`src/design/e2c_pkg.sv`:
```
`default_nettype none
package e2c_pkg;

	localparam int DEF_MAX_FACE_WIDTH  = 4096;
	localparam int DEF_MAX_PANO_DIM    = 8192;
	localparam int DEF_ANGLE_FRAC_BITS = 18;

	// vector datapath: components scaled by 2^16, room for cordic growth
	localparam int VEC_GUARD = 16;
	localparam int VEC_W     = 40;
	localparam int DIR_W     = 16;
	localparam int YGAIN_W   = 34;
	localparam int GAIN_Q16  = 107922;

	localparam int FACE_W  = 3;
	localparam int COORD_W = 12;
	localparam int INDEX_W = 24;
	localparam int PANO_W  = 13;
	localparam int FW_W    = 13;
	localparam int PDIM_W  = 14;
	localparam int SIZE_W  = 16;

	localparam int S_TDATA_W = 32;
	localparam int M_TDATA_W = 56;

	typedef enum logic [1:0] {
		REG_FACE_WIDTH  = 2'd0,
		REG_PANO_WIDTH  = 2'd1,
		REG_PANO_HEIGHT = 2'd2
	} reg_index_t;

	localparam logic [FACE_W-1:0] FACE_RIGHT   = 3'd0;
	localparam logic [FACE_W-1:0] FACE_UP      = 3'd1;
	localparam logic [FACE_W-1:0] FACE_FORWARD = 3'd2;
	localparam logic [FACE_W-1:0] FACE_LEFT    = 3'd3;
	localparam logic [FACE_W-1:0] FACE_DOWN    = 3'd4;
	localparam logic [FACE_W-1:0] FACE_BACK    = 3'd5;

	// per-item control travelling beside the cordic datapath
	typedef struct packed {
		logic [FACE_W-1:0]  face;
		logic [INDEX_W-1:0] index;
		logic               xz_zero;
		logic               y_pos;
		logic               y_neg;
	} side_t;

	// atan(2^-i) with pi = 2^31, rounded to nearest at pi = 2^frac
	function automatic longint step_angle(input int i, input int frac);
		longint t;
		int     s;
		s = 31 - frac;
		case (i)
			0:  t = 536870912;
			1:  t = 316933406;
			2:  t = 167458907;
			3:  t = 85004756;
			4:  t = 42667331;
			5:  t = 21354465;
			6:  t = 10679838;
			7:  t = 5340245;
			8:  t = 2670163;
			9:  t = 1335087;
			10: t = 667544;
			11: t = 333772;
			12: t = 166886;
			13: t = 83443;
			14: t = 41722;
			15: t = 20861;
			16: t = 10430;
			17: t = 5215;
			18: t = 2608;
			19: t = 1304;
			20: t = 652;
			21: t = 326;
			22: t = 163;
			23: t = 81;
			24: t = 41;
			25: t = 20;
			26: t = 10;
			27: t = 5;
			28: t = 3;
			29: t = 1;
			30: t = 1;
			default: t = 0;
		endcase
		return (t + (longint'(1) << (s - 1))) >>> s;
	endfunction

endpackage
`default_nettype wire

```
`src/design/e2c_map.sv`:
```
`default_nettype none
module e2c_map import e2c_pkg::*; #(
	parameter int MAX_PANO_DIM    = DEF_MAX_PANO_DIM,
	parameter int ANGLE_FRAC_BITS = DEF_ANGLE_FRAC_BITS,
	parameter int AW              = DEF_ANGLE_FRAC_BITS + 4
) (
	input  wire logic                clk,
	input  wire logic                arst_n,
	input  wire logic                en,
	input  wire logic                vin,
	input  wire side_t               side,
	input  wire logic signed [AW-1:0] phi,
	input  wire logic signed [AW-1:0] theta,
	input  wire logic [PDIM_W-1:0]   pano_width,
	input  wire logic [PDIM_W-1:0]   pano_height,
	output logic                     vout,
	output logic [FACE_W-1:0]        face_out,
	output logic [INDEX_W-1:0]       texel_index,
	output logic [PANO_W-1:0]        pano_x,
	output logic [PANO_W-1:0]        pano_y
);
	localparam int NW = AW + 1;
	localparam int PW = AW + SIZE_W;
	localparam logic signed [NW-1:0] PI   = NW'(longint'(1) <<< ANGLE_FRAC_BITS);
	localparam logic signed [NW-1:0] HALF = NW'(longint'(1) <<< (ANGLE_FRAC_BITS - 1));
	localparam logic [SIZE_W-1:0]    MAXP = SIZE_W'(MAX_PANO_DIM);

	logic signed [NW-1:0] num_x, num_y;
	logic [SIZE_W-1:0]    wx, hy;
	logic [PW-1:0]        qx, qy;

	logic                 valid_s1, valid_s2;
	logic [AW-1:0]        nx_s1, ny_s1;
	logic [SIZE_W-1:0]    sx_s1, sy_s1, sx_s2, sy_s2;
	logic [PW-1:0]        px_s2, py_s2;
	logic [FACE_W-1:0]    face_s1, face_s2;
	logic [INDEX_W-1:0]   index_s1, index_s2;

	assign num_x = NW'(phi) + PI;
	assign num_y = NW'(theta) + HALF;
	assign wx    = (SIZE_W'(pano_width) > MAXP) ? MAXP : SIZE_W'(pano_width);
	assign hy    = (SIZE_W'(pano_height) > MAXP) ? MAXP : SIZE_W'(pano_height);
	assign qx    = px_s2 >> (ANGLE_FRAC_BITS + 1);
	assign qy    = py_s2 >> ANGLE_FRAC_BITS;

	always_ff @(posedge clk or negedge arst_n) begin
		if (!arst_n) begin
			valid_s1 <= 1'b0;
			valid_s2 <= 1'b0;
			vout     <= 1'b0;
		end else if (en) begin
			valid_s1 <= vin;
			valid_s2 <= valid_s1;
			vout     <= valid_s2;
		end
	end

	always_ff @(posedge clk) begin
		if (en) begin
			nx_s1       <= (num_x <= 0) ? '0 : num_x[AW-1:0];
			ny_s1       <= (num_y <= 0) ? '0 : num_y[AW-1:0];
			sx_s1       <= wx;
			sy_s1       <= hy;
			face_s1     <= side.face;
			index_s1    <= side.index;
			px_s2       <= PW'(nx_s1) * PW'(sx_s1);
			py_s2       <= PW'(ny_s1) * PW'(sy_s1);
			sx_s2       <= sx_s1;
			sy_s2       <= sy_s1;
			face_s2     <= face_s1;
			index_s2    <= index_s1;
			face_out    <= face_s2;
			texel_index <= index_s2;
			if (sx_s2 == '0)
				pano_x <= '0;
			else if (qx > PW'(sx_s2 - SIZE_W'(1)))
				pano_x <= PANO_W'(sx_s2 - SIZE_W'(1));
			else
				pano_x <= qx[PANO_W-1:0];
			if (sy_s2 == '0)
				pano_y <= '0;
			else if (qy > PW'(sy_s2 - SIZE_W'(1)))
				pano_y <= PANO_W'(sy_s2 - SIZE_W'(1));
			else
				pano_y <= qy[PANO_W-1:0];
		end
	end
endmodule
`default_nettype wire

```
`config.mk`:
```
export PLATFORM = sky130hd
export DESIGN_NAME = e2c_map
export DESIGN_NICKNAME = d
export VERILOG_FILES = /design/src/design/e2c_pkg.sv /design/src/design/e2c_map.sv
export SDC_FILE = /design/constraint.sdc
export NUM_CORES = 2
export LEC_CHECK = 0
export BUFFER_PORTS_ARGS = -buffer_cell sky130_fd_sc_hd__clkbuf_2
export CORE_ASPECT_RATIO = 1.2
export CORE_UTILIZATION = 65
export CTS_BUF_LIST = sky130_fd_sc_hd__clkbuf_2 sky130_fd_sc_hd__clkbuf_4 sky130_fd_sc_hd__clkbuf_8
export DETAILED_ROUTE_END_ITERATION = 16
export PLACE_DENSITY = 0.84
export SYNTH_ARGS = -nofsm -noshare
export SYNTH_HDL_FRONTEND = slang
export SYNTH_SLANG_ARGS = --single-unit
```
`constraint.sdc`:
```
create_clock -name clk -period 7.49 [get_ports clk]
set_clock_uncertainty 0.2 [all_clocks]
set_input_delay 0.3745 -clock clk [delete_from_list [all_inputs] [get_ports clk]]
set_output_delay 0.3745 -clock clk [all_outputs]
set_load 0.01 [all_outputs]
```
======== After elaboration in Yosys (flattened, before gate mapping) ========
Cells that the tools add are included.
word-level totals
  bits in registers ....................... 294
  bits in latches ......................... 0
  bits in writable memories ............... 0
  memory bits (read-only) ................. 0
  input port bits ......................... 106
  output and inout port bits .............. 54
  word-level logic and storage cells ...... 39
  memories kept ........................... 0
cells by class
  add/subtract/negate cells ............... 6
  multipliers ............................. 2
  div/mod/pow operators ................... 0
  $lt $le $gt $ge ......................... 6
  equal/unequal tests ..................... 0
  shifts and indexed selects .............. 0
  muxes and demuxes ....................... 2
  bitwise operators ....................... 0
  reduce and logical (&&, ||, !) cells .... 2
operator list
  operator                  count
  $mul A22 B16 Y38          2
  $le A23 B1 Y1 const B     2
  $gt A19 B38 Y1            1
  $gt A20 B38 Y1            1
  $sub A16 B1 Y17 const B   2
  $logic_not A16 Y1         2
  $gt A14 B14 Y1 const B    2
  $mux W13                  2
  $sub A13 B1 Y13 const B   2
  $add A22 B19 Y23 const B  1
  $add A22 B20 Y23 const B  1

======== Logic depth before layout (Yosys ltp) ========
  word-level depth ........................ 3
  gate-level depth with buffers ........... 24
  depth with buffers taken out ............ 23

======== Worst setup path before layout ========
No wires, ideal clock.
  path kind ............................... reg-to-reg
  from .................................... reg sy_s1[4]
  to ...................................... reg py_s2[28], data pin
  library setup time ...................... 0.258 ns
  data arrival time ....................... 5.758 ns
  data required time ...................... 7.032 ns
  setup slack ............................. 1.275 ns
  cell stages (with the launch flop) ...... 23
  period minus slack after synthesis ...... 6.215 ns
  cell sequence ........................... edfxtp_1 > clkbuf_1 > and2_1 > fa_1 > inv_1 > fa_1 > fa_1 > inv_1 > fa_1 > fa_1 > inv_1 > fa_1 > inv_1 > ha_1 > a2111oi_0 > o21ai_1 > a22o_1 > a21oi_2 > a31oi_2 > a41o_1 > a21o_1 > a21oi_1 > xnor2_1
between the ends
  cells in the longest elaborated chain, start to end .. 1
RTL lines
  element                 RTL line       source
  from (decl)             e2c_map.sv:34  logic [SIZE_W-1:0] sx_s1, sy_s1, sx_s2, sy_s2;
  from (signal assigned)  e2c_map.sv:63  sy_s1 <= hy;
  $mul A22 B16 Y38        e2c_map.sv:67  py_s2 <= PW'(ny_s1) * PW'(sy_s1);
  to (signal assigned)    e2c_map.sv:67
  to (decl)               e2c_map.sv:35  logic [PW-1:0] px_s2, py_s2;
Every way passes these cells.
A chain may end at the register's enable or synchronous reset.

======== Worst setup path in the final report ========
  from .................................... reg nx_s1[9]
  to ...................................... reg px_s2[29], data pin
between the ends
  cells in the longest elaborated chain, start to end .. 1
RTL lines
  element                 RTL line       source
  from (decl)             e2c_map.sv:33  logic [AW-1:0] nx_s1, ny_s1;
  from (signal assigned)  e2c_map.sv:60  nx_s1 <= (num_x <= 0) ? '0 : num_x[AW-1:0];
  $mul A22 B16 Y38        e2c_map.sv:66  px_s2 <= PW'(nx_s1) * PW'(sx_s1);
  to (signal assigned)    e2c_map.sv:66
  to (decl)               e2c_map.sv:35
Every way passes these cells.

==> results.json <==
{
  "dieWidth_um": 196,
  "hp-class": "in2reg",
  "core_area_um2": 44800,
  "grt_start_max_net_pins": 128,
  "top_usage_layer": "met2",
  "fin_crit_sh_pct": 93.2,
  "drt-total-wl_um": 68100,
  "syn_nets": 3709,
  "cp_slowest_cell": "edfxtp_1",
  "cap_viol_max_count": 0,
  "finalCriticalPeriod_ns": 6.98,
  "setup_viol": 0,
  "final_cell_area_um2": 32900,
  "vias": 21000,
  "cts_tree": "yes",
  "cts_root_buffer": "clkbuf_8",
  "grt_pass1_wl_um": 112000,
  "cts_num_sinks": 249,
  "crit_top_cell": "fa_1",
  "rows": 85,
  "synthTopCellsByArea": "fa_1 33%, edfxtp_1 25%, ha_1 12%",
  "dpl_cell_area_um2": 30900,
  "grt_use_total_pct": 31.1,
  "drtIter0Drc": 1130,
  "critical_path_required_ns": 7.63,
  "ys_ff_latch": 249,
  "hold_viol": 0,
  "run_status": "completed",
  "slew-limit-headroom_pct": 31.5,
  "synth_common_cells": "610 x inv_1, 478 x fa_1, 406 x nand2_1",
  "path_clk_slew_ns": 0.06,
  "syn_area_um2": 29400,
  "synth_top_area_share_pct": 32.6,
  "first_global_vias": 23600,
  "tns_ns": 0,
  "ys_types": 60,
  "crit_type": "reg2reg",
  "grt_use_met2_pct": 56.8,
  "start_util_pct": 65.7,
  "start_kind": "register",
  "drtAntennaViolNets": 0,
  "drive_above_1_share_pct": 9.27,
  "clkLatencyLatePin_ns": 0.61,
  "gr-total-overflow": 0,
  "post_drt_wl_per_cell_um": 18.2,
  "hold_depth": 3,
  "worstPathArrival_ns": 7.12,
  "hpwl_um": 50800,
  "globalplace.congestion": 0.935,
  "antenna_found_initial": 0,
  "async_reset_ff_share_pct": 1.20,
  "htree_levels": 2,
  "nets": 3959,
  "die-area_um2": 46100,
  "met1_usage_pct": 34.7,
  "avgSynthCellArea_um2": 10.3,
  "clockBufferDepth": 3,
  "max_freq_ghz": 0.143,
  "die_h_um": 235,
  "worst_pin_slew_ns": 1.03,
  "reg2reg_depth": 18,
  "crit_chain": "nand2_1 > fa_1 > fa_1 > fa_1 > fa_1 > inv_1 > fa_1 > fa_1 > ha_1 > a21o_1 > a21oi_1 > o31ai_1 > a21oi_1 > o21ai_1 > a221o_1 > a221o_1 > a311oi_2 > xnor2_1",
  "synth_edf_count": 246,
  "r2r_start": "nx_s1[9]$_SDFFCE_PP0P_",
  "grtUsageMet3_pct": 4.59,
  "synthFlopType": "edfxtp_1",
  "path_max_fanout": 14,
  "min_from": "phi[19]",
  "synthCells": 2848,
  "report.final.slew_viol_count": 0,
  "port_buffers": 156,
  "rsz0062_at_grt": "no",
  "routed_via_density": 5.61,
  "area_growth_syn_to_layout_pct": 12.0,
  "crit_path_start": "nx_s1[9]$_SDFFCE_PP0P_",
  "rrSetupSlack_ns": 0.51,
  "ios": 160,
  "cp-end-kind": "register",
  "drt-pass1-iter-count": 7,
  "cpPeakStageDelay_ns": 0.81,
  "yosysTopAreaCell": "fa_1",
  "drc": 0,
  "numCtsBuffers": 42,
  "synth.most_common_cell": "inv_1",
  "synth_seq_area_share_pct": 25.4,
  "yosys_warnings": 0
}
## final timing paths
path                                      endpoint
max                            px_s2[29]$_DFFE_PP_
min                        nx_s1[19]$_SDFFCE_PP0P_
max reg2reg                    px_s2[29]$_DFFE_PP_
min reg2reg                  index_s2[9]$_DFFE_PP_
max in group asynchronous         vout$_DFFE_PN0P_
min in group asynchronous     valid_s1$_DFFE_PN0P_
## layer usage
metal	routed length [µm]	vias up
li1	-	9288
met1	23800	10400
met2	36000	944
met3	4570	294
met4	3700	0
met5	0	-
## critical path, delay by kind of cell (launching register included)
| kind | cells | cell delay [ns] |
|---|---|---|
| adder cells (fa/ha/maj) | 7 | 3.34 |
| XOR/XNOR | 1 | 0.09 |
| AO/OA/AOI/OAI | 8 | 2.06 |
| AND/OR/NAND/NOR | 1 | 0.16 |
| flip-flops | 1 | 0.81 |
| buffers and inverters | 1 | 0.05 |
## cell type report
type                            instances  area (µm²)
Antenna cell                            2        5.00
Timing Repair Buffer                  319        2300
Inverter                              610        2290
Clock buffer                           49         637
Sequential cell                       249        7460
Clock inverter                         25         262
Tap cell                              609         762
Fill cell                            2904       11800
Multi-Input combinational cell       1876       19200
## state kept, by name, indices dropped and copies added, names as in the netlist, 3 cells and up
| signal | count |
|---|---|
| py_s2 | 20 |
| index_s2 | 24 |
| nx_s1 | 22 |
| index_s1 | 24 |
| pano_x | 13 |
| px_s2 | 19 |
| texel_index | 24 |
| ny_s1 | 22 |
| sx_s1 | 14 |
| sy_s2 | 14 |
| pano_y | 13 |
| face_s1 | 3 |
| sx_s2 | 14 |
| face_s2 | 3 |
| face_out | 3 |
| sy_s1 | 14 |
## layout by cell type, fill, tap and decap left out, types with 5 or more instances in the layout
| master | synthesis | routed |
|---|---|---|
| inv_1 | 610 | 610 |
| fa_1 | 478 | 478 |
| nand2_1 | 406 | 406 |
| and2_1 | 288 | 288 |
| ha_1 | 277 | 277 |
| edfxtp_1 | 246 | 246 |
| clkbuf_2 | 0 | 155 |
| dlygate4sd3_1 | 0 | 114 |
| nor2_1 | 50 | 50 |
| buf_4 | 0 | 49 |
| a21oi_1 | 46 | 46 |
| clkbuf_8 | 0 | 43 |
| nor2b_1 | 39 | 39 |
| a21o_1 | 36 | 36 |
| xnor2_1 | 35 | 35 |
| xor2_1 | 26 | 26 |
| nand4_1 | 21 | 21 |
| nor3_1 | 18 | 18 |
| nand3_1 | 17 | 17 |
| nor4_1 | 15 | 15 |
| o21ai_0 | 15 | 14 |
| mux2i_1 | 13 | 13 |
| o21bai_1 | 9 | 9 |
| o21ai_1 | 8 | 9 |
| a31o_2 | 9 | 9 |
| clkinv_1 | 0 | 9 |
| clkbuf_4 | 0 | 6 |
| o31ai_1 | 5 | 5 |
| a211oi_1 | 5 | 5 |
| nand3b_1 | 5 | 5 |
| clkinv_2 | 0 | 5 |
| bufinv_16 | 0 | 5 |
## stage by stage
| stage | hold slack, ns | setup WS, ns | cells | util, % |
|---|---|---|---|---|
| 2_1_floorplan | -0.121 | 1.27 | 2848 | - |
| 3_3_place_gp | -0.0324 | 0.682 | 3549 | 69.0 |
| 3_5_place_dp | -0.0267 | 0.570 | 3549 | 69.0 |
| 4_1_cts | 0.0115 | 0.565 | 3737 | 73.5 |
| 5_1_grt | 0.0680 | 0.222 | 3737 | 73.5 |
| 6_report | 0.0553 | 0.513 | 3739 | 73.6 |
## what timing repair did
item / CTS / global route
resized for setup: 0 / 0
hold buffers: 114 / 0
hold endpoints to repair: 101 / 0
buffers inserted: 0 / 0
## kinds of logic (layout without fill, tap and decap cells)
logic type | count (synthesis) | in the layout | synth area share [%]
buffers and inverters | 723 | 1003 | 9.24
other | 0 | 2 | 0
xor gates and xnor gates | 61 | 61 | 1.82
muxes | 17 | 17 | 0.596
adders and majority gates | 755 | 755 | 44.3
DFF | 249 | 249 | 25.4
and+or+nand+nor | 876 | 876 | 14.7
AOI/OAI and AO/OA | 167 | 167 | 3.92
Power is not shown: default switching activity piles up to over one toggle a cycle in this logic, so the estimate is an artifact.
