File: config.mk
export PLATFORM = sky130hd
export DESIGN_NAME = e2c_cordic_stage
export DESIGN_NICKNAME = d
export VERILOG_FILES = /design/src/design/e2c_pkg.sv /design/src/design/e2c_cordic_stage.sv
export SDC_FILE = /design/constraint.sdc
export NUM_CORES = 1
export LEC_CHECK = 0
export BUFFER_PORTS_ARGS = -buffer_cell sky130_fd_sc_hd__buf_2
export CELL_PAD_IN_SITES_DETAIL_PLACEMENT = 0
export CELL_PAD_IN_SITES_GLOBAL_PLACEMENT = 1
export CORE_MARGIN = 2
export CORE_UTILIZATION = 46
export CTS_CLUSTER_DIAMETER = 150
export DETAILED_ROUTE_END_ITERATION = 7
export PLACE_DENSITY_LB_ADDON = 0.1
export SLEW_MARGIN = 20
export SYNTH_ARGS = -nofsm -noshare
export SYNTH_HDL_FRONTEND = slang
export SYNTH_SLANG_ARGS = --single-unit
File: constraint.sdc
create_clock -name clk -period 1.5 [get_ports clk]
set_input_delay 0.15 -clock clk [delete_from_list [all_inputs] [get_ports clk]]
set_output_delay 0.15 -clock clk [all_outputs]
set_load 0.01 [all_outputs]
File: src/design/e2c_pkg.sv
`default_nettype none
package e2c_pkg;

	localparam int DEF_MAX_FACE_WIDTH  = 4096;
	localparam int DEF_MAX_PANO_DIM    = 8192;
	localparam int DEF_ANGLE_FRAC_BITS = 18;

	// vector datapath: components scaled by 2^16, room for cordic growth
	localparam int VEC_GUARD = 16;
	localparam int VEC_W     = 40;
	localparam int DIR_W     = 16;
	localparam int YGAIN_W   = 34;
	localparam int GAIN_Q16  = 107922;

	localparam int FACE_W  = 3;
	localparam int COORD_W = 12;
	localparam int INDEX_W = 24;
	localparam int PANO_W  = 13;
	localparam int FW_W    = 13;
	localparam int PDIM_W  = 14;
	localparam int SIZE_W  = 16;

	localparam int S_TDATA_W = 32;
	localparam int M_TDATA_W = 56;

	typedef enum logic [1:0] {
		REG_FACE_WIDTH  = 2'd0,
		REG_PANO_WIDTH  = 2'd1,
		REG_PANO_HEIGHT = 2'd2
	} reg_index_t;

	localparam logic [FACE_W-1:0] FACE_RIGHT   = 3'd0;
	localparam logic [FACE_W-1:0] FACE_UP      = 3'd1;
	localparam logic [FACE_W-1:0] FACE_FORWARD = 3'd2;
	localparam logic [FACE_W-1:0] FACE_LEFT    = 3'd3;
	localparam logic [FACE_W-1:0] FACE_DOWN    = 3'd4;
	localparam logic [FACE_W-1:0] FACE_BACK    = 3'd5;

	// per-item control travelling beside the cordic datapath
	typedef struct packed {
		logic [FACE_W-1:0]  face;
		logic [INDEX_W-1:0] index;
		logic               xz_zero;
		logic               y_pos;
		logic               y_neg;
	} side_t;

	// atan(2^-i) with pi = 2^31, rounded to nearest at pi = 2^frac
	function automatic longint step_angle(input int i, input int frac);
		longint t;
		int     s;
		s = 31 - frac;
		case (i)
			0:  t = 536870912;
			1:  t = 316933406;
			2:  t = 167458907;
			3:  t = 85004756;
			4:  t = 42667331;
			5:  t = 21354465;
			6:  t = 10679838;
			7:  t = 5340245;
			8:  t = 2670163;
			9:  t = 1335087;
			10: t = 667544;
			11: t = 333772;
			12: t = 166886;
			13: t = 83443;
			14: t = 41722;
			15: t = 20861;
			16: t = 10430;
			17: t = 5215;
			18: t = 2608;
			19: t = 1304;
			20: t = 652;
			21: t = 326;
			22: t = 163;
			23: t = 81;
			24: t = 41;
			25: t = 20;
			26: t = 10;
			27: t = 5;
			28: t = 3;
			29: t = 1;
			30: t = 1;
			default: t = 0;
		endcase
		return (t + (longint'(1) << (s - 1))) >>> s;
	endfunction

endpackage
`default_nettype wire

File: src/design/e2c_cordic_stage.sv
`default_nettype none
module e2c_cordic_stage import e2c_pkg::*; #(
	parameter int STEP            = 0,
	parameter int ANGLE_FRAC_BITS = DEF_ANGLE_FRAC_BITS,
	parameter int AW              = DEF_ANGLE_FRAC_BITS + 4
) (
	input  wire logic               clk,
	input  wire logic               arst_n,
	input  wire logic               en,
	input  wire logic               vin,
	input  wire logic signed [VEC_W-1:0] xin,
	input  wire logic signed [VEC_W-1:0] yin,
	input  wire logic signed [AW-1:0]    ain,
	output logic                    vout,
	output logic signed [VEC_W-1:0] xout,
	output logic signed [VEC_W-1:0] yout,
	output logic signed [AW-1:0]    aout
);
	localparam logic signed [AW-1:0] ANG = AW'(step_angle(STEP, ANGLE_FRAC_BITS));

	logic signed [VEC_W-1:0] dx, dy;

	// arithmetic shift floors, as the rotation needs
	assign dx = yin >>> STEP;
	assign dy = xin >>> STEP;

	always_ff @(posedge clk or negedge arst_n) begin
		if (!arst_n) begin
			vout <= 1'b0;
		end else if (en) begin
			vout <= vin;
		end
	end

	always_ff @(posedge clk) begin
		if (en) begin
			if (yin >= 0) begin
				xout <= xin + dx;
				yout <= yin - dy;
				aout <= ain + ANG;
			end else begin
				xout <= xin - dx;
				yout <= yin + dy;
				aout <= ain - ANG;
			end
		end
	end
endmodule
`default_nettype wire

* After elaboration in Yosys (flattened, before gate mapping)
Cells that the tools add are included.
** Storage, ports and cells
- Register bits :: 103
- Output and inout port bits :: 103
- Word-level logic and storage cells :: 13
** Operators by class
- $add $sub $neg :: 5
- $lt $le $gt $ge :: 1
- Multiplexer cells :: 3
** Operators with widths (number)
- 40-bit two-way mux :: 2
- 40-bit subtractor :: 2
- 40-bit adder :: 1
- 40-bit by 1-bit >= comparator with 1-bit output, second input constant :: 1
- 22-bit by 18-bit adder with 22-bit output, second input constant :: 1
- 22-bit two-way mux :: 1
- 22-bit by 18-bit subtractor with 22-bit output, second input constant :: 1

* Logic depth before layout (Yosys ltp)
Gate-level depths: netlist of run 1.
- Word-level depth :: 2
- Mapped depth :: 13
- Mapped depth without buffers :: 12

* Least setup slack after synthesis of run 1
OpenSTA, ideal clock, no wires.
- Kind :: input -> register
- Start :: input xin[0]
- End :: register yout[26] (data pin)
- Data arrival time :: 2463 ps
- Cell stages on the path :: 11
- Setup slack :: -1231 ps
- Path buffers :: 0
- Path through :: ha_1 fa_1 nor2b_1 o311ai_1 a21oi_1 o211ai_2 a22oi_4 a311o_1 a21oi_1 mux2i_1 xnor2_1
** On the way
- Longest elaborated chain between the ends :: 2
- Elaborated cells on any way between the ends :: 3
** Ends and longest elaborated chain
- from (decl) :: line e2c_cordic_stage.sv:11 : input wire logic signed [VEC_W-1:0] xin,
- 40-bit adder or 40-bit subtractor (tied branches) :: line e2c_cordic_stage.sv:43, e2c_cordic_stage.sv:39
- 40-bit two-way mux (*) :: line e2c_cordic_stage.sv:37 : if (yin >= 0) begin
- to (signal assigned) :: line e2c_cordic_stage.sv:39 : yout <= yin - dy;
- to (signal assigned) :: line e2c_cordic_stage.sv:43 : yout <= yin + dy;
- to (decl) :: line e2c_cordic_stage.sv:16 : output logic signed [VEC_W-1:0] yout,
Mark *: on every way between the ends. The rest lies on a longest branch, timed or not.
A chain may end at the register's enable or synchronous reset.

* Worst setup path in the final report of run 1
- Start :: input xin[7]
- End :: register xout[32] (data pin)
** On the way
- Longest elaborated chain between the ends :: 2
- Elaborated cells on any way between the ends :: 3
** Ends and longest elaborated chain
- 40-bit subtractor or 40-bit adder (tied branches) :: line e2c_cordic_stage.sv:42, e2c_cordic_stage.sv:38
- 40-bit two-way mux (*) :: line e2c_cordic_stage.sv:37
- to (signal assigned) :: line e2c_cordic_stage.sv:38 : xout <= xin + dx;
- to (signal assigned) :: line e2c_cordic_stage.sv:42 : xout <= xin - dx;
- to (decl) :: line e2c_cordic_stage.sv:15 : output logic signed [VEC_W-1:0] xout,
Marks and branches as above.

==> results.cfg, run 1 <==
[status]
status = finished with violations
violations = setup timing

[timing]
fin_skew_ns = 0
relSlewSlack_pct = 57.7
hold_viol = 0
finalCritPeriodShare_pct = 177
worst_slew_pin_slew_ns = 0.628
min_period_ns = 2.65
slew_viol_final = 0
timing.final.ws_setup_ns = -1.15
rsz0062_at_grt = yes
setup_viol_count_final = 72
fmax_mhz = 377

[routing]
vias_per_cell = 5.87
vias = 13287
totalWireLength_um = 50800
postRouteAntennaNets = 0
remaining_drc_errors = 0
drt_iter0_drc = 1220
wire_per_inst_um = 22.4
drtPass1Iterations = 6

[floorplanning]
die_w_um = 155
core_area_um2 = 22500
initial_core_util_pct = 46.7
rows = 55
ioPinCount = 209
dieHeight_um = 155
dieArea_um2 = 24100

[layout]
multi_input_area_um2 = 8590
area_growth_pct = 78.2
fillers = 1304
final_nets = 2200
drive_above_1_share_pct = 55.4
final_core_util_pct = 83.2
instances_no_fill = 2263
antenna_cells = 0
seqCellArea_um2 = 3060

[synthesis]
synth-edff-count = 101
seq_area_frac_synth_pct = 29.1
syn-num-nets = 1465
synthesis.area_um2 = 10500
ys_ff_latch = 102
ys_types = 84
synth_cells = 1238
synth.avg_cell_area_um2 = 8.49
synthFlopType = edfxtp_1
async_flop_share_pct = 0.980
yosysWarningCount = 0

[job]
cap_violations = 0

[pwr]
max-vdd-ir-drop_mv = 0.617
power.static_leakage_uw = 0.00850
power.total_uw = 14200
p_per_area_nw_per_um2 = 759

[clocking]
cts_buffer_depth = 2
cts_tree = yes
cts-buffers-inserted = 9
clock_latency_ns = 0.36
htree_levels = 3
cts.sinks = 102
cts_root_buffer = clkbuf_16
clk_pin_slew_ns = 0.08

[critical_path]
critPathKind = in -> reg
end_kind = register
startpoint_type = primary input
crit_arrival_ns = 2.77
crit_path_max_incr_delay_ns = 0.35
crit_fanout = 5
cp.required_ns = 1.62
slowest_stage = a31oi_4
path_cells = buf_4, inv_4, ha_4, buf_6, nor2b_1, o211ai_1, a31oi_4, o2111ai_2, buf_4, a31oi_4, o21ai_2, a21oi_1, mux2i_1, xnor2_1

[global_route]
antenna_found_initial = 0
grt_max_degree = 41
grt_pass1_vias = 12970
grtUsageTotal_pct = 38.3
grt_pass1_wl_um = 71600
grt-ovfl-total = 0

[placed_design]
gp_congestion = 0.989
numPortBuffers = 208
pre_cts_ws_ns = -1.48
dp.cells = 2150
hpwl_um = 34500

[hold_path]
hp-class = in -> reg
power by group:
part	internal [uW]	switching (uW)	leakage [uW]
clock	1380	1310	0.000153
combinational	3670	4000	0.00735
sequential	3720	135	0.00100
total	8770	5440	0.00850
layer usage:
layer / GRT usage [%] / vias up / wire length [um]
li1: - / 5925 / -
met1: 47.1 / 6352 / 19500
met2: 69.0 / 806 / 24600
met3: 5.52 / 204 / 4200
met4: 12.3 / 0 / 2480
met5: 0 / - / 0
synthesized netlist by cell type, types with 5 or more instances:
master,count,share of area (%)
clkbuf_1,24,0.86
o31ai_1,10,0.71
xor2_1,13,1.1
o21a_1,13,0.93
and4_1,5,0.42
o21ai_1,16,0.76
a211oi_1,12,0.86
a21oi_1,156,7.4
mux2i_1,17,1.6
nand2b_1,8,0.48
xnor2_1,68,5.7
o211ai_1,18,1.3
buf_1,7,0.25
a21o_1,35,2.5
o22ai_1,5,0.30
nor2_1,95,3.4
nand2_1,64,2.3
and3_1,7,0.42
inv_2,5,0.18
nor3_1,26,1.2
o221ai_1,5,0.42
nor2b_1,18,1.1
nand4_1,23,1.4
a21boi_0,5,0.36
ha_1,118,14
inv_1,122,4.4
or3_1,5,0.30
a311oi_1,7,0.58
nand3_1,17,0.81
o21bai_1,25,1.8
buf_2,17,0.81
o21ai_0,72,3.4
a31oi_1,14,0.83
edfxtp_1,101,29
kinds of logic after synthesis:
kind of cell / count (synthesis) / synth area share (%)
compound gates: 439 / 26.9
xor+xnor: 81 / 6.75
fa+ha+maj: 121 / 14.6
buf+inv: 184 / 7.21
flops: 102 / 29.1
mux: 20 / 1.94
simple gates: 291 / 13.5
final timing paths:
| path | startpoint | slack [ns] | to | cells after the start |
|---|---|---|---|---|
| max | xin[7] | -1.15 | xout[32]$_DFFE_PP_ | 14 |
| min | vin | 0.02 | vout$_DFFE_PN0P_ | 2 |
| max reg2reg | vout$_DFFE_PN0P_ | 0.75 | vout$_DFFE_PN0P_ | 1 |
| min reg2reg | vout$_DFFE_PN0P_ | 0.52 | vout$_DFFE_PN0P_ | 1 |
| max in group asynchronous | arst_n | 1.32 | vout$_DFFE_PN0P_ | 2 |
| min in group asynchronous | arst_n | 0.09 | vout$_DFFE_PN0P_ | 2 |
registers in the layout, indices dropped and copies added (netlist names):
name,count
vout,1
xout,40
yout,39
aout,22
worst max-delay path, delay by kind of cell:
kind            cells  cell delay [ns]
compound gates      6             1.33
simple gates        1             0.25
buf+inv             4             0.47
fa+ha+maj           1             0.25
mux                 1             0.14
xor+xnor            1             0.15
final cells by class:
type | count | share of cell area (%)
clock buffers | 10 | 1.28
clock inverters | 6 | 0.414
inverters | 128 | 2.83
multi-input cells | 952 | 45.9
flip-flops and latches | 102 | 16.3
well taps | 285 | 1.90
repair buffers | 780 | 31.4
cells in the final DEF, fill, tap and decap left out, types with 22 or more instances in the layout:
cell,count
a21o_1,35
a21oi_1,104
a21oi_2,37
buf_2,176
buf_4,510
buf_6,59
edfxtp_1,101
ha_1,81
ha_4,34
inv_1,93
inv_2,22
nand2_1,52
nand4_1,23
nor2_1,73
o21ai_0,40
xnor2_1,61
repair_timing:
| item | CTS | global route |
|---|---|---|
| hold buffers | 17 | 0 |
| resized for setup | 260 | 126 |
| gates cloned | 1 | 0 |
| hold endpoints to repair | 17 | 0 |
| setup buffers | 57 | 37 |
| pin swaps | 115 | 104 |
| setup endpoints to repair | 71 | 75 |
through the flow:
stage          TNS (ns)  hold slack, ns  area [um^2]
3_5_place_dp     -81.40         -0.0712        15900
5_1_grt          -59.73          0.0217        18700
2_1_floorplan    -42.26          -0.146        11200
4_1_cts          -44.53          0.0126        18000
3_3_place_gp     -78.18         -0.0748        15900
6_report         -57.15          0.0202        18700
(Power assumes the default switching activity.)
==> run 2: changes to the inputs <==
--- a/config.mk
+++ b/config.mk
@@ -8,6 +8,7 @@
 export BUFFER_PORTS_ARGS = -buffer_cell sky130_fd_sc_hd__buf_2
 export CELL_PAD_IN_SITES_DETAIL_PLACEMENT = 0
 export CELL_PAD_IN_SITES_GLOBAL_PLACEMENT = 1
+export CORE_ASPECT_RATIO = 1.1
 export CORE_MARGIN = 2
 export CORE_UTILIZATION = 46
 export CTS_CLUSTER_DIAMETER = 150
==> run 2 against run 1 <==
The flow still finishes with violations (setup timing); global-route usage shrank 2.9 points; core utilization shrank 1.6 points; flip-flop and latch count is the same; critical endpoint unchanged.
==> results.cfg, run 2 (same netlist as run 1, synthesis figures left out) <==
[floorplanning]
rows = 58
ioPinCount = 209
initial_core_util_pct = 46.4
dieHeight_um = 162
dieArea_um2 = 24100
core_area_um2 = 22600
die_w_um = 148

[global_route]
grt-ovfl-total = 0
grt_pass1_vias = 12497
antenna_found_initial = 0
grt_pass1_wl_um = 66700
grt_max_degree = 59
grtUsageTotal_pct = 35.4

[critical_path]
reg2reg_depth = 1
startpoint_type = primary input
crit_path_max_incr_delay_ns = 0.39
path_cells = buf_8, buf_12, clkinv_8, ha_4, fa_2, and4b_1, o21ai_1, o311ai_2, a221o_1, a221oi_4, a211o_1, o21ba_1, mux2i_1, xnor2_1
crit_fanout = 3
cp_top_family = compound AO/OA/AOI/OAI gates
r2r-start = vout$_DFFE_PN0P_
critPathKind = in -> reg
worst-path-stages = 14
cp.required_ns = 1.64
end_kind = register
worst-path-buf-inv = 3
reg2reg_slack_ns = 0.75
slowest_stage = a221o_1
setup.worst_path.start = xin[0]
crit_arrival_ns = 2.59

[layout]
mostFrequentLayoutCells = 479 x buf_4, 186 x buf_2, 108 x a21oi_1
final_nets = 2188
area_growth_pct = 75.8
drive_above_1_share_pct = 53.8
antenna_cells = 0
largest_reg_flops = 40
regMostFlops = xout
fillers = 1495
biggestRegsByFlops = xout (40), yout (39), aout (22)
final_common_cell = buf_4

[timing]
timing.hold.ws_ns = 0.0170
fin_skew_ns = 0
relSlewSlack_pct = 57.0
fmax_mhz = 407
hold_viol = 0
finalCritPeriodShare_pct = 164
setup_viol_count_final = 69
min_period_ns = 2.46
slew_viol_final = 0
worst_slew_pin_slew_ns = 0.638
timing.final.ws_setup_ns = -0.957
rsz0062_at_grt = yes

[clocking]
clk_pin_slew_ns = 0.09
htree_levels = 3
cts_tree = yes
cts.sinks = 102
cts_root_buffer = clkbuf_16
clock_latency_ns = 0.37
cts-buffers-inserted = 9
cts_buffer_depth = 2

[pwr]
power.static_leakage_uw = 0.00841
max-vdd-ir-drop_mv = 0.635
power.total_uw = 13700
p_per_area_nw_per_um2 = 744

[routing]
drt_iter0_drc = 1119
vias_per_cell = 5.63
totalWireLength_um = 45700
drtPass1Iterations = 5
wire_per_inst_um = 20.1
vias = 12757
postRouteAntennaNets = 0
remaining_drc_errors = 0

[placed_design]
numPortBuffers = 208
gp_congestion = 0.998
hpwl_um = 33500

[status]
violations = setup timing
status = finished with violations

[hold_path]
hp-class = in -> reg
holdPathStages = 2
hold_start = vin

[job]
cap_violations = 0
## run 2: cell types whose count changed in the layout (fill, tap and decap cells not counted), sizes merged
cell / previous run / this run
buf: 763 / 751
clkinvlp: 2 / 1
bufinv: 1 / 0
inv: 129 / 128
clkinv: 2 / 6
clkbuf: 10 / 9
## run 2: metrics by stage
stage               setup TNS [ns]  instances  setup slack, ns  util [%]  instance area, um^2
floorplan                   -42.26       1238           -0.929         -                11200
global placement            -79.58       2167            -1.42      70.1                15900
detailed placement          -81.71       2167            -1.46      70.1                15900
CTS                         -45.07       2240           -0.952      78.4                17700
global route                -53.44       2266            -1.05      81.6                18500
finish                      -49.95       2266           -0.957      81.6                18500
## run 2: metal layers
| metal | vias to the layer above | wire, um | GRT usage, % |
|---|---|---|---|
| met4 | 0 | 2450 | 14.3 |
| met5 | - | 0 | 0 |
| met3 | 180 | 2980 | 4.54 |
| met2 | 636 | 22700 | 63.2 |
| li1 | 5899 | - | - |
| met1 | 6042 | 17600 | 43.2 |
## run 2: timing repair
| item | CTS | global route |
|---|---|---|
| setup buffers | 53 | 34 |
| setup endpoints to repair | 69 | 72 |
| endpoints found under the hold margin | 17 | 0 |
| pin swaps | 127 | 106 |
| gates resized for setup | 241 | 118 |
| hold buffers | 17 | 0 |
## run 2: path summary, 6_finish.rpt
path,to
worst min register to register,vout$_DFFE_PN0P_
min in group asynchronous,vout$_DFFE_PN0P_
worst max register to register,vout$_DFFE_PN0P_
worst min-delay path,vout$_DFFE_PN0P_
max in group asynchronous,vout$_DFFE_PN0P_
worst max-delay path,xout[32]$_DFFE_PP_
## run 2: report_power, final
part           internal (uW)  total (uW)  switching [uW]
Sequential              3720        3850             133
Combinational           3560        7310            3760
Clock                   1210        2590            1380
Total                   8480       13700            5270
## run 2: final cells by class
type	count	area [um^2]	share of cell area, %
Clock buffer	9	225	1.22
Clock inverter	7	86.3	0.467
Inverter	128	537	2.91
Multi-Input combinational cell	952	8410	45.6
Sequential cell	102	3060	16.6
Tap cell	300	375	2.03
Timing Repair Buffer	768	5770	31.3
