`src/design/e2c_pkg.sv`:
```
`default_nettype none
package e2c_pkg;

	localparam int DEF_MAX_FACE_WIDTH  = 4096;
	localparam int DEF_MAX_PANO_DIM    = 8192;
	localparam int DEF_ANGLE_FRAC_BITS = 18;

	// vector datapath: components scaled by 2^16, room for cordic growth
	localparam int VEC_GUARD = 16;
	localparam int VEC_W     = 40;
	localparam int DIR_W     = 16;
	localparam int YGAIN_W   = 34;
	localparam int GAIN_Q16  = 107922;

	localparam int FACE_W  = 3;
	localparam int COORD_W = 12;
	localparam int INDEX_W = 24;
	localparam int PANO_W  = 13;
	localparam int FW_W    = 13;
	localparam int PDIM_W  = 14;
	localparam int SIZE_W  = 16;

	localparam int S_TDATA_W = 32;
	localparam int M_TDATA_W = 56;

	typedef enum logic [1:0] {
		REG_FACE_WIDTH  = 2'd0,
		REG_PANO_WIDTH  = 2'd1,
		REG_PANO_HEIGHT = 2'd2
	} reg_index_t;

	localparam logic [FACE_W-1:0] FACE_RIGHT   = 3'd0;
	localparam logic [FACE_W-1:0] FACE_UP      = 3'd1;
	localparam logic [FACE_W-1:0] FACE_FORWARD = 3'd2;
	localparam logic [FACE_W-1:0] FACE_LEFT    = 3'd3;
	localparam logic [FACE_W-1:0] FACE_DOWN    = 3'd4;
	localparam logic [FACE_W-1:0] FACE_BACK    = 3'd5;

	// per-item control travelling beside the cordic datapath
	typedef struct packed {
		logic [FACE_W-1:0]  face;
		logic [INDEX_W-1:0] index;
		logic               xz_zero;
		logic               y_pos;
		logic               y_neg;
	} side_t;

	// atan(2^-i) with pi = 2^31, rounded to nearest at pi = 2^frac
	function automatic longint step_angle(input int i, input int frac);
		longint t;
		int     s;
		s = 31 - frac;
		case (i)
			0:  t = 536870912;
			1:  t = 316933406;
			2:  t = 167458907;
			3:  t = 85004756;
			4:  t = 42667331;
			5:  t = 21354465;
			6:  t = 10679838;
			7:  t = 5340245;
			8:  t = 2670163;
			9:  t = 1335087;
			10: t = 667544;
			11: t = 333772;
			12: t = 166886;
			13: t = 83443;
			14: t = 41722;
			15: t = 20861;
			16: t = 10430;
			17: t = 5215;
			18: t = 2608;
			19: t = 1304;
			20: t = 652;
			21: t = 326;
			22: t = 163;
			23: t = 81;
			24: t = 41;
			25: t = 20;
			26: t = 10;
			27: t = 5;
			28: t = 3;
			29: t = 1;
			30: t = 1;
			default: t = 0;
		endcase
		return (t + (longint'(1) << (s - 1))) >>> s;
	endfunction

endpackage
`default_nettype wire

```
`src/design/e2c_front.sv`:
```
`default_nettype none
module e2c_front import e2c_pkg::*; #(
	parameter int MAX_FACE_WIDTH  = DEF_MAX_FACE_WIDTH,
	parameter int ANGLE_FRAC_BITS = DEF_ANGLE_FRAC_BITS,
	parameter int AW              = DEF_ANGLE_FRAC_BITS + 4
) (
	input  wire logic                 clk,
	input  wire logic                 arst_n,
	input  wire logic                 en,
	input  wire logic                 vin,
	input  wire logic [FACE_W-1:0]    face,
	input  wire logic [COORD_W-1:0]   col,
	input  wire logic [COORD_W-1:0]   row,
	input  wire logic [FW_W-1:0]      face_width,
	output logic                      vout,
	output logic signed [VEC_W-1:0]   vx,
	output logic signed [VEC_W-1:0]   vy,
	output logic signed [AW-1:0]      a0,
	output logic signed [VEC_W-1:0]   ygain,
	output side_t                     side
);
	localparam logic [SIZE_W-1:0] MAXW = SIZE_W'(MAX_FACE_WIDTH);
	localparam logic signed [AW-1:0] PI = AW'(longint'(1) <<< ANGLE_FRAC_BITS);
	localparam logic signed [YGAIN_W-1:0] GAIN = YGAIN_W'(GAIN_Q16);

	logic [SIZE_W-1:0]       fw_ext;
	logic [FW_W-1:0]         w;
	logic signed [DIR_W-1:0] wm1;
	logic [24:0]             idx_full;

	logic                    valid_s1;
	logic [FACE_W-1:0]       face_s1;
	logic signed [DIR_W-1:0] lx_s1, ly_s1, lz_s1;
	logic [INDEX_W-1:0]      index_s1;

	logic signed [DIR_W-1:0] x, y, z, mag, vyd;
	logic signed [AW-1:0]    off;

	assign fw_ext   = SIZE_W'(face_width);
	assign w        = (fw_ext > MAXW) ? MAXW[FW_W-1:0] : face_width;
	assign wm1      = $signed(DIR_W'(w)) - DIR_W'(1);
	assign idx_full = 25'(row) * 25'(w) + 25'(col);

	always_ff @(posedge clk or negedge arst_n) begin
		if (!arst_n) begin
			valid_s1 <= 1'b0;
			vout     <= 1'b0;
		end else if (en) begin
			valid_s1 <= vin;
			vout     <= valid_s1;
		end
	end

	always_ff @(posedge clk) begin
		if (en) begin
			face_s1  <= face;
			lx_s1    <= $signed(DIR_W'({col, 1'b0})) - wm1;
			ly_s1    <= $signed(DIR_W'({row, 1'b0})) - wm1;
			lz_s1    <= wm1;
			index_s1 <= idx_full[INDEX_W-1:0];
		end
	end

	// fixed face rotation as a signed permutation
	always_comb begin
		case (face_s1)
			FACE_RIGHT: begin x = lz_s1;  y = ly_s1;  z = -lx_s1; end
			FACE_UP:    begin x = lx_s1;  y = -lz_s1; z = ly_s1;  end
			FACE_LEFT:  begin x = -lz_s1; y = ly_s1;  z = lx_s1;  end
			FACE_DOWN:  begin x = lx_s1;  y = lz_s1;  z = -ly_s1; end
			FACE_BACK:  begin x = -lx_s1; y = ly_s1;  z = -lz_s1; end
			default:    begin x = lx_s1;  y = ly_s1;  z = lz_s1;  end
		endcase
		if (z < 0) begin
			mag = -z;
			vyd = -x;
			off = (x >= 0) ? PI : -PI;
		end else begin
			mag = z;
			vyd = x;
			off = '0;
		end
	end

	always_ff @(posedge clk) begin
		if (en) begin
			vx           <= VEC_W'(mag) <<< VEC_GUARD;
			vy           <= VEC_W'(vyd) <<< VEC_GUARD;
			a0           <= off;
			ygain        <= VEC_W'(YGAIN_W'(y) * GAIN);
			side.face    <= face_s1;
			side.index   <= index_s1;
			side.xz_zero <= (x == 0) && (z == 0);
			side.y_pos   <= y > 0;
			side.y_neg   <= y < 0;
		end
	end
endmodule
`default_nettype wire

```
`config.mk`:
```
export PLATFORM = sky130hd
export DESIGN_NAME = e2c_front
export DESIGN_NICKNAME = d
export VERILOG_FILES = /design/src/design/e2c_pkg.sv /design/src/design/e2c_front.sv
export SDC_FILE = /design/constraint.sdc
export NUM_CORES = 1
export LEC_CHECK = 0
export ABC_AREA = 1
export ABC_CLOCK_PERIOD_IN_PS = 17800
export BUFFER_PORTS_ARGS = -buffer_cell sky130_fd_sc_hd__buf_4
export CAP_MARGIN = 20
export CORE_ASPECT_RATIO = 0.8
export CORE_MARGIN = 2
export CORE_UTILIZATION = 41
export DETAILED_ROUTE_END_ITERATION = 6
export GPL_ROUTABILITY_DRIVEN = 1
export SYNTH_ARGS = -nofsm -noshare
export SYNTH_HDL_FRONTEND = slang
export SYNTH_SLANG_ARGS = --single-unit
```
`constraint.sdc`:
```
create_clock -name clk -period 17.8 [get_ports clk]
set_input_delay 3.56 -clock clk [delete_from_list [all_inputs] [get_ports clk]]
set_output_delay 3.56 -clock clk [all_outputs]
set_load 0.03 [all_outputs]
```
# --- Word level (Yosys, flattened, before mapping) ---
# Index checks and enable logic that the tools add are counted.
totals:
  reg_bits: 198
  in_bits: 44
  output_inout_bits: 173
  word_cells: 47
op_classes:
  add_sub_neg: 9
  multipliers: 2
  order_cmp: 5
  n_eq_ne: 4
  muxes: 7
  reduce_logical: 4
ops:
  columns: ["cell", "n"]
  rows:
  - ["one-hot mux 16 bit (5 select lines)", 1]
  - ["logical NOT 32 bit", 2]
  - ["negation 16 bit", 4]
  - ["one-hot mux 16 bit (3 select lines)", 1]
  - ["multiplier 16 x 17 -> 33 bit (second input constant)", 1]
  - ["less-than comparator 16 x 1 -> 1 bit (second input constant)", 2]
  - ["two-way mux 16 bit", 2]
  - ["one-hot mux 16 bit (2 select lines)", 1]
  - ["subtractor 14 x 14 -> 15 bit", 2]
  - ["adder 24 x 12 -> 24 bit", 1]
  - ["multiplier 12 x 13 -> 24 bit", 1]
  - ["two-way mux 22 bit", 1]
  - [">= comparator 16 x 1 -> 1 bit (second input constant)", 1]
  - ["greater-than comparator 16 x 1 -> 1 bit (second input constant)", 1]
  - ["negation 14 -> 16 bit", 1]
  - ["subtractor 13 x 1 -> 14 bit (second input constant)", 1]
  - ["greater-than comparator 13 bit (second input constant)", 1]
  - ["two-way mux 13 bit", 1]
  - ["== test 3 bit (second input constant)", 2]
  - ["== test 3 x 1 -> 1 bit (second input constant)", 1]
  - ["== test 3 x 2 -> 1 bit (second input constant)", 1]
  - ["logical NOT 3 bit", 1]
  - ["logical AND 1 bit", 1]

# --- Logic depth before layout (Yosys ltp) ---
logic_depth:
  ltp_word: 4
  depth_mapped: 32
  ltp_nobuf: 30

# --- Least setup slack after synthesis ---
# OpenSTA, ideal clock, no wires.
synth_path:
  path_kind: "input port to flip-flop"
  startpoint: "input face_width[8]"
  endpoint: "register index_s1[18] (data pin)"
  setup_ns: 0.265
  t_arrival_ns: 8.670
  required_ns: 17.535
  slack_ns: 8.864
  stages: 23
  n_path_buf: 1
  cell_sequence: "nor4_1 -> nand2_1 -> nand2_2 -> nand2_1 -> buf_1 -> inv_1 -> nand2_1 -> fa_1 -> fa_1 -> inv_1 -> fa_1 -> fa_1 -> inv_1 -> fa_1 -> inv_1 -> ha_1 -> a21oi_1 -> o21ai_0 -> a21oi_1 -> o21ai_0 -> a21boi_0 -> o21ai_0 -> xor2_1"
synth_via:
  elab_chain_len: 4
synth_rtl:
  columns: ["item", "line_no", "source"]
  rows:
  - ["start, declared", "e2c_front.sv:14", "input wire logic [FW_W-1:0] face_width,"]
  - ["greater-than comparator 13 bit", "e2c_front.sv:40", "assign w = (fw_ext > MAXW) ? MAXW[FW_W-1:0] : face_width;"]
  - ["two-way mux 13 bit (*)", "e2c_front.sv:40", null]
  - ["multiplier 12 x 13 -> 24 bit (*)", "e2c_front.sv:42", "assign idx_full = 25'(row) * 25'(w) + 25'(col);"]
  - ["adder 24 x 12 -> 24 bit (*)", "e2c_front.sv:42", null]
  - ["net idx_full[18]", "e2c_front.sv:29", "logic [24:0] idx_full;"]
  - ["end signal, assigned", "e2c_front.sv:60", "index_s1 <= idx_full[INDEX_W-1:0];"]
  - ["end, declared", "e2c_front.sv:34", "logic [INDEX_W-1:0] index_s1;"]
# Mark *: on every way through the listed nets, which the timed path passes. The rest lies on a longest branch.
# A chain may end at the register's enable or synchronous reset.

# --- Final worst setup path ---
# Ends and elaborated chain as after synthesis.

==> insert_results.sql <==
INSERT INTO impl_metrics (metric_group, metric, value, unit) VALUES
('clock_tree', 'cts_resized', '0', ''),
('cells_and_area', 'area_growth', '10.48', '%'),
('worst_setup_path', 'critical_path.max_fanout', '16', ''),
('global_routing', 'global_route.usage.met3', '5.067', '%'),
('global_routing', 'met1_usage', '35.28', '%'),
('global_routing', 'grt_first_pass_wirelength', '91780', 'microns'),
('sta', 'period_share', '51.85', '%'),
('drt', 'num_vias', '16690', ''),
('global_routing', 'grt-busiest-layer', 'met1', ''),
('clock_tree', 'ctsRootBufferMaster', 'sky130_fd_sc_hd__clkbuf_16', ''),
('drt', 'drt_drc_violations_left', '0', ''),
('worst_setup_path', 'critPathRequiredTime', '18.04', 'ns'),
('global_routing', 'vias_in_the_first_global_route', '16210', ''),
('place', 'dp.cells', '3237', ''),
('logic_synthesis', 'synth_seq_cells', '168', ''),
('clock_tree', 'tritoncts', 'done', ''),
('worst_setup_path', 'timing_worst_setup_path_type', 'primary input to flop', ''),
('logic_synthesis', 'synth.yosys.warnings', '0', ''),
('floorplan', 'die_area', '51670', 'sq um'),
('worst_setup_path', 'timing.critical_path.arrival', '9.47', 'ns'),
('clock_tree', 'clkLatencyLatePin', '0.50', 'ns'),
('global_routing', 'antenna_found_initial', '1', ''),
('drt', 'drt_pass1_iterations', '5', ''),
('clock_tree', 'ctsHoldBuffers', '0', ''),
('worst_setup_path', 'cp-endpoint', 'index_s1[18]$_DFFE_PP_', ''),
('floorplan', 'std_cell_rows', '73', ''),
('global_routing', 'pin_count_of_the_biggest_net_entering_global_routing', '73', ''),
('floorplan', 'initial_core_util', '41.29', '%'),
('worst_setup_path', 'worst_setup_path_end_kind', 'flop', ''),
('sta', 'max-slew-margin-rel', '15.44', '%'),
('drt', 'postRouteWirelength', '59590', 'microns'),
('sta', 'tightestPinTransition', '1.268', 'ns'),
('drt', 'drtIter0Drc', '1406', ''),
('clock_tree', 'postCtsSetupRepairBufs', '0', ''),
('logic_synthesis', 'synth.lib_cells_used.distinct', '46', ''),
('cells_and_area', 'insertedDiodeCount', '0', ''),
('worst_setup_path', 'reg2reg_setup_slack', '9.27', 'ns'),
('logic_synthesis', 'netlist_top_cells_area', 'sky130_fd_sc_hd__edfxtp_1 (24%), sky130_fd_sc_hd__fa_1 (19%), sky130_fd_sc_hd__ha_1 (15%)', ''),
('worst_setup_path', 'reg2reg_depth', '25', ''),
('global_routing', 'grt.overflow.total', '0', ''),
('clock_tree', 'cts_max_level', '4', ''),
('cells_and_area', 'postLayoutCoreUtil', '45.62', '%'),
('global_routing', 'grt_usage', '23.55', '%'),
('logic_synthesis', 'synth_common_cells', 'sky130_fd_sc_hd__inv_1 (520), sky130_fd_sc_hd__nand2_1 (416), sky130_fd_sc_hd__ha_1 (238)', ''),
('drt', 'avgRoutedWirePerCell', '18.23', 'microns'),
('worst_hold_path', 'hold_start', 'index_s1[1]$_DFFE_PP_', ''),
('logic_synthesis', 'synth-async-reset-ratio', '1.190', '%'),
('logic_synthesis', 'yosys.cell_count.top_type', 'sky130_fd_sc_hd__inv_1', ''),
('logic_synthesis', 'synth-edff-count', '166', ''),
('worst_setup_path', 'critPathLaunch', 'face_width[8]', ''),
('cells_and_area', 'final.fill_count', '4943', ''),
('logic_synthesis', 'post_synth_instance_area', '20440', 'sq um'),
('run_status', 'run_status', 'finished clean', ''),
('clock_tree', 'cts.sink_count', '168', ''),
('sta', 'setup_total_negative_slack', '0', 'ns'),
('place', 'dp_hpwl', '49410', 'microns'),
('drt', 'antenna_violating_nets_post_route', '0', ''),
('logic_synthesis', 'synthesis.instances', '2452', ''),
('cells_and_area', 'register_area', '5035', 'sq um'),
('cells_and_area', 'final_cells', '3269', ''),
('worst_setup_path', 'rr_startpoint', 'face_s1[1]$_DFFE_PP_', ''),
('logic_synthesis', 'synth-seq-area-share', '24.63', '%'),
('sta', 'finClkSkew', '0.01141', 'ns'),
('floorplan', 'core', '49510', 'sq um'),
('worst_setup_path', 'reg2reg_to', 'ygain[29]$_DFFE_PP_', ''),
('floorplan', 'fp.dieW', '253.6', 'microns'),
('floorplan', 'io_pins', '217', ''),
('drt', 'vias_per_cell', '5.106', ''),
('place', 'routabilityCongestion', '0.9879', ''),
('cells_and_area', 'multi_input_area', '12840', 'sq um'),
('clock_tree', 'cts_buffers', '17', '');
## per-layer routing
| layer | vias up | share of wire, % |
|---|---|---|
| met1 | 8096 | 47 |
| li1 | 7894 | - |
| met2 | 632 | 43 |
| met5 | - | 0.022 |
| met3 | 68 | 8.3 |
| met4 | 2 | 1.7 |
## cell usage in the layout, fill, tap and decap left out, types with 2 or more instances in the layout
cell type,n
sky130_fd_sc_hd__a21boi_0,2
sky130_fd_sc_hd__or2_2,3
sky130_fd_sc_hd__a21o_1,2
sky130_fd_sc_hd__o31ai_1,3
sky130_fd_sc_hd__a21oi_1,99
sky130_fd_sc_hd__nand3_1,141
sky130_fd_sc_hd__o221ai_1,7
sky130_fd_sc_hd__nor2_2,11
sky130_fd_sc_hd__nand3_2,3
sky130_fd_sc_hd__o22ai_1,9
sky130_fd_sc_hd__xor2_1,78
sky130_fd_sc_hd__inv_6,4
sky130_fd_sc_hd__clkinv_1,7
sky130_fd_sc_hd__nor2_1,229
sky130_fd_sc_hd__clkbuf_16,17
sky130_fd_sc_hd__o21bai_1,4
sky130_fd_sc_hd__a22oi_1,2
sky130_fd_sc_hd__inv_8,5
sky130_fd_sc_hd__nand2_2,4
sky130_fd_sc_hd__clkinvlp_4,2
sky130_fd_sc_hd__ha_1,238
sky130_fd_sc_hd__nor4_1,4
sky130_fd_sc_hd__inv_2,9
sky130_fd_sc_hd__buf_4,171
sky130_fd_sc_hd__a31oi_1,4
sky130_fd_sc_hd__dfrtp_1,2
sky130_fd_sc_hd__nand3b_1,8
sky130_fd_sc_hd__xnor2_1,27
sky130_fd_sc_hd__nand2_1,416
sky130_fd_sc_hd__nor3_1,14
sky130_fd_sc_hd__nand4_1,31
sky130_fd_sc_hd__o21a_1,2
sky130_fd_sc_hd__o21ai_0,88
sky130_fd_sc_hd__fa_1,191
sky130_fd_sc_hd__inv_1,520
sky130_fd_sc_hd__conb_1,52
sky130_fd_sc_hd__and2_1,2
sky130_fd_sc_hd__edfxtp_1,166
sky130_fd_sc_hd__o21ai_1,5
sky130_fd_sc_hd__o2111ai_1,2
## flip-flops by register name, summed over array words and instances (netlist names)
signal,cells
a0,2
face_s1,3
index_s1,24
lx_s1,15
ly_s1,14
lz_s1,13
side,30
valid_s1,1
vout,1
vx,16
vy,16
ygain,33
## cell type report
type                    count  area share (%)
clock buffers              18           1.900
clock inverters            14          0.5817
inverters                 535           8.891
multi-input cells        1687           56.86
flip-flops and latches    168           22.29
well taps                 675           3.739
repair buffers            172           5.734
## stage by stage
stage	hold slack, ns	setup slack [ns]	area [sq um]
final	0.4202	8.570	22590
after global placement	0.4016	8.246	22020
after floorplan	0.4003	8.864	20630
after detailed placement	0.4056	8.044	22020
after global routing	0.4295	8.201	22590
after CTS	0.4224	8.582	22590
## critical path: stages
cell and delay (ns):
sky130_fd_sc_hd__buf_4 0.11, sky130_fd_sc_hd__nor4_1 0.27, sky130_fd_sc_hd__nand2_1 0.10, sky130_fd_sc_hd__nand2_2 0.17
sky130_fd_sc_hd__nand2_1 0.44, sky130_fd_sc_hd__inv_1 0.30, sky130_fd_sc_hd__nand2_1 0.11, sky130_fd_sc_hd__fa_1 0.51
sky130_fd_sc_hd__fa_1 0.55, sky130_fd_sc_hd__inv_1 0.05, sky130_fd_sc_hd__fa_1 0.50, sky130_fd_sc_hd__fa_1 0.54
sky130_fd_sc_hd__inv_1 0.05, sky130_fd_sc_hd__fa_1 0.52, sky130_fd_sc_hd__inv_1 0.04, sky130_fd_sc_hd__ha_1 0.35
sky130_fd_sc_hd__a21oi_1 0.15, sky130_fd_sc_hd__o21ai_0 0.13, sky130_fd_sc_hd__a21oi_1 0.23, sky130_fd_sc_hd__o21ai_0 0.16
sky130_fd_sc_hd__a21boi_0 0.31, sky130_fd_sc_hd__o21ai_0 0.14, sky130_fd_sc_hd__xor2_1 0.16
## worst min-delay path by stage
stage | slack (ns) | end | depth (start not counted)
detailed placement | 0.41 | side[22]$_DFFE_PP_ | 0
floorplan | 0.40 | side[10]$_DFFE_PP_ | 0
global placement | 0.40 | side[5]$_DFFE_PP_ | 0
global route | 0.43 | side[17]$_DFFE_PP_ | 0
finish | 0.42 | side[4]$_DFFE_PP_ | 0
CTS | 0.42 | side[4]$_DFFE_PP_ | 0
## cells by family (layout without fill, tap and decap cells)
family / Yosys count / count (layout) / share of synthesized area, %
compound gates: 233 / 233 / 6.231
flops: 168 / 168 / 24.63
other cells: 1 / 52 / 0.01834
fa+ha+maj: 429 / 429 / 33.27
xor+xnor: 105 / 105 / 4.499
buf+inv: 648 / 739 / 13.48
simple gates: 868 / 868 / 17.87
Power is left out: the tool's default activity adds up to more than one toggle a clock period on the data nets, which glitch-free logic cannot reach.
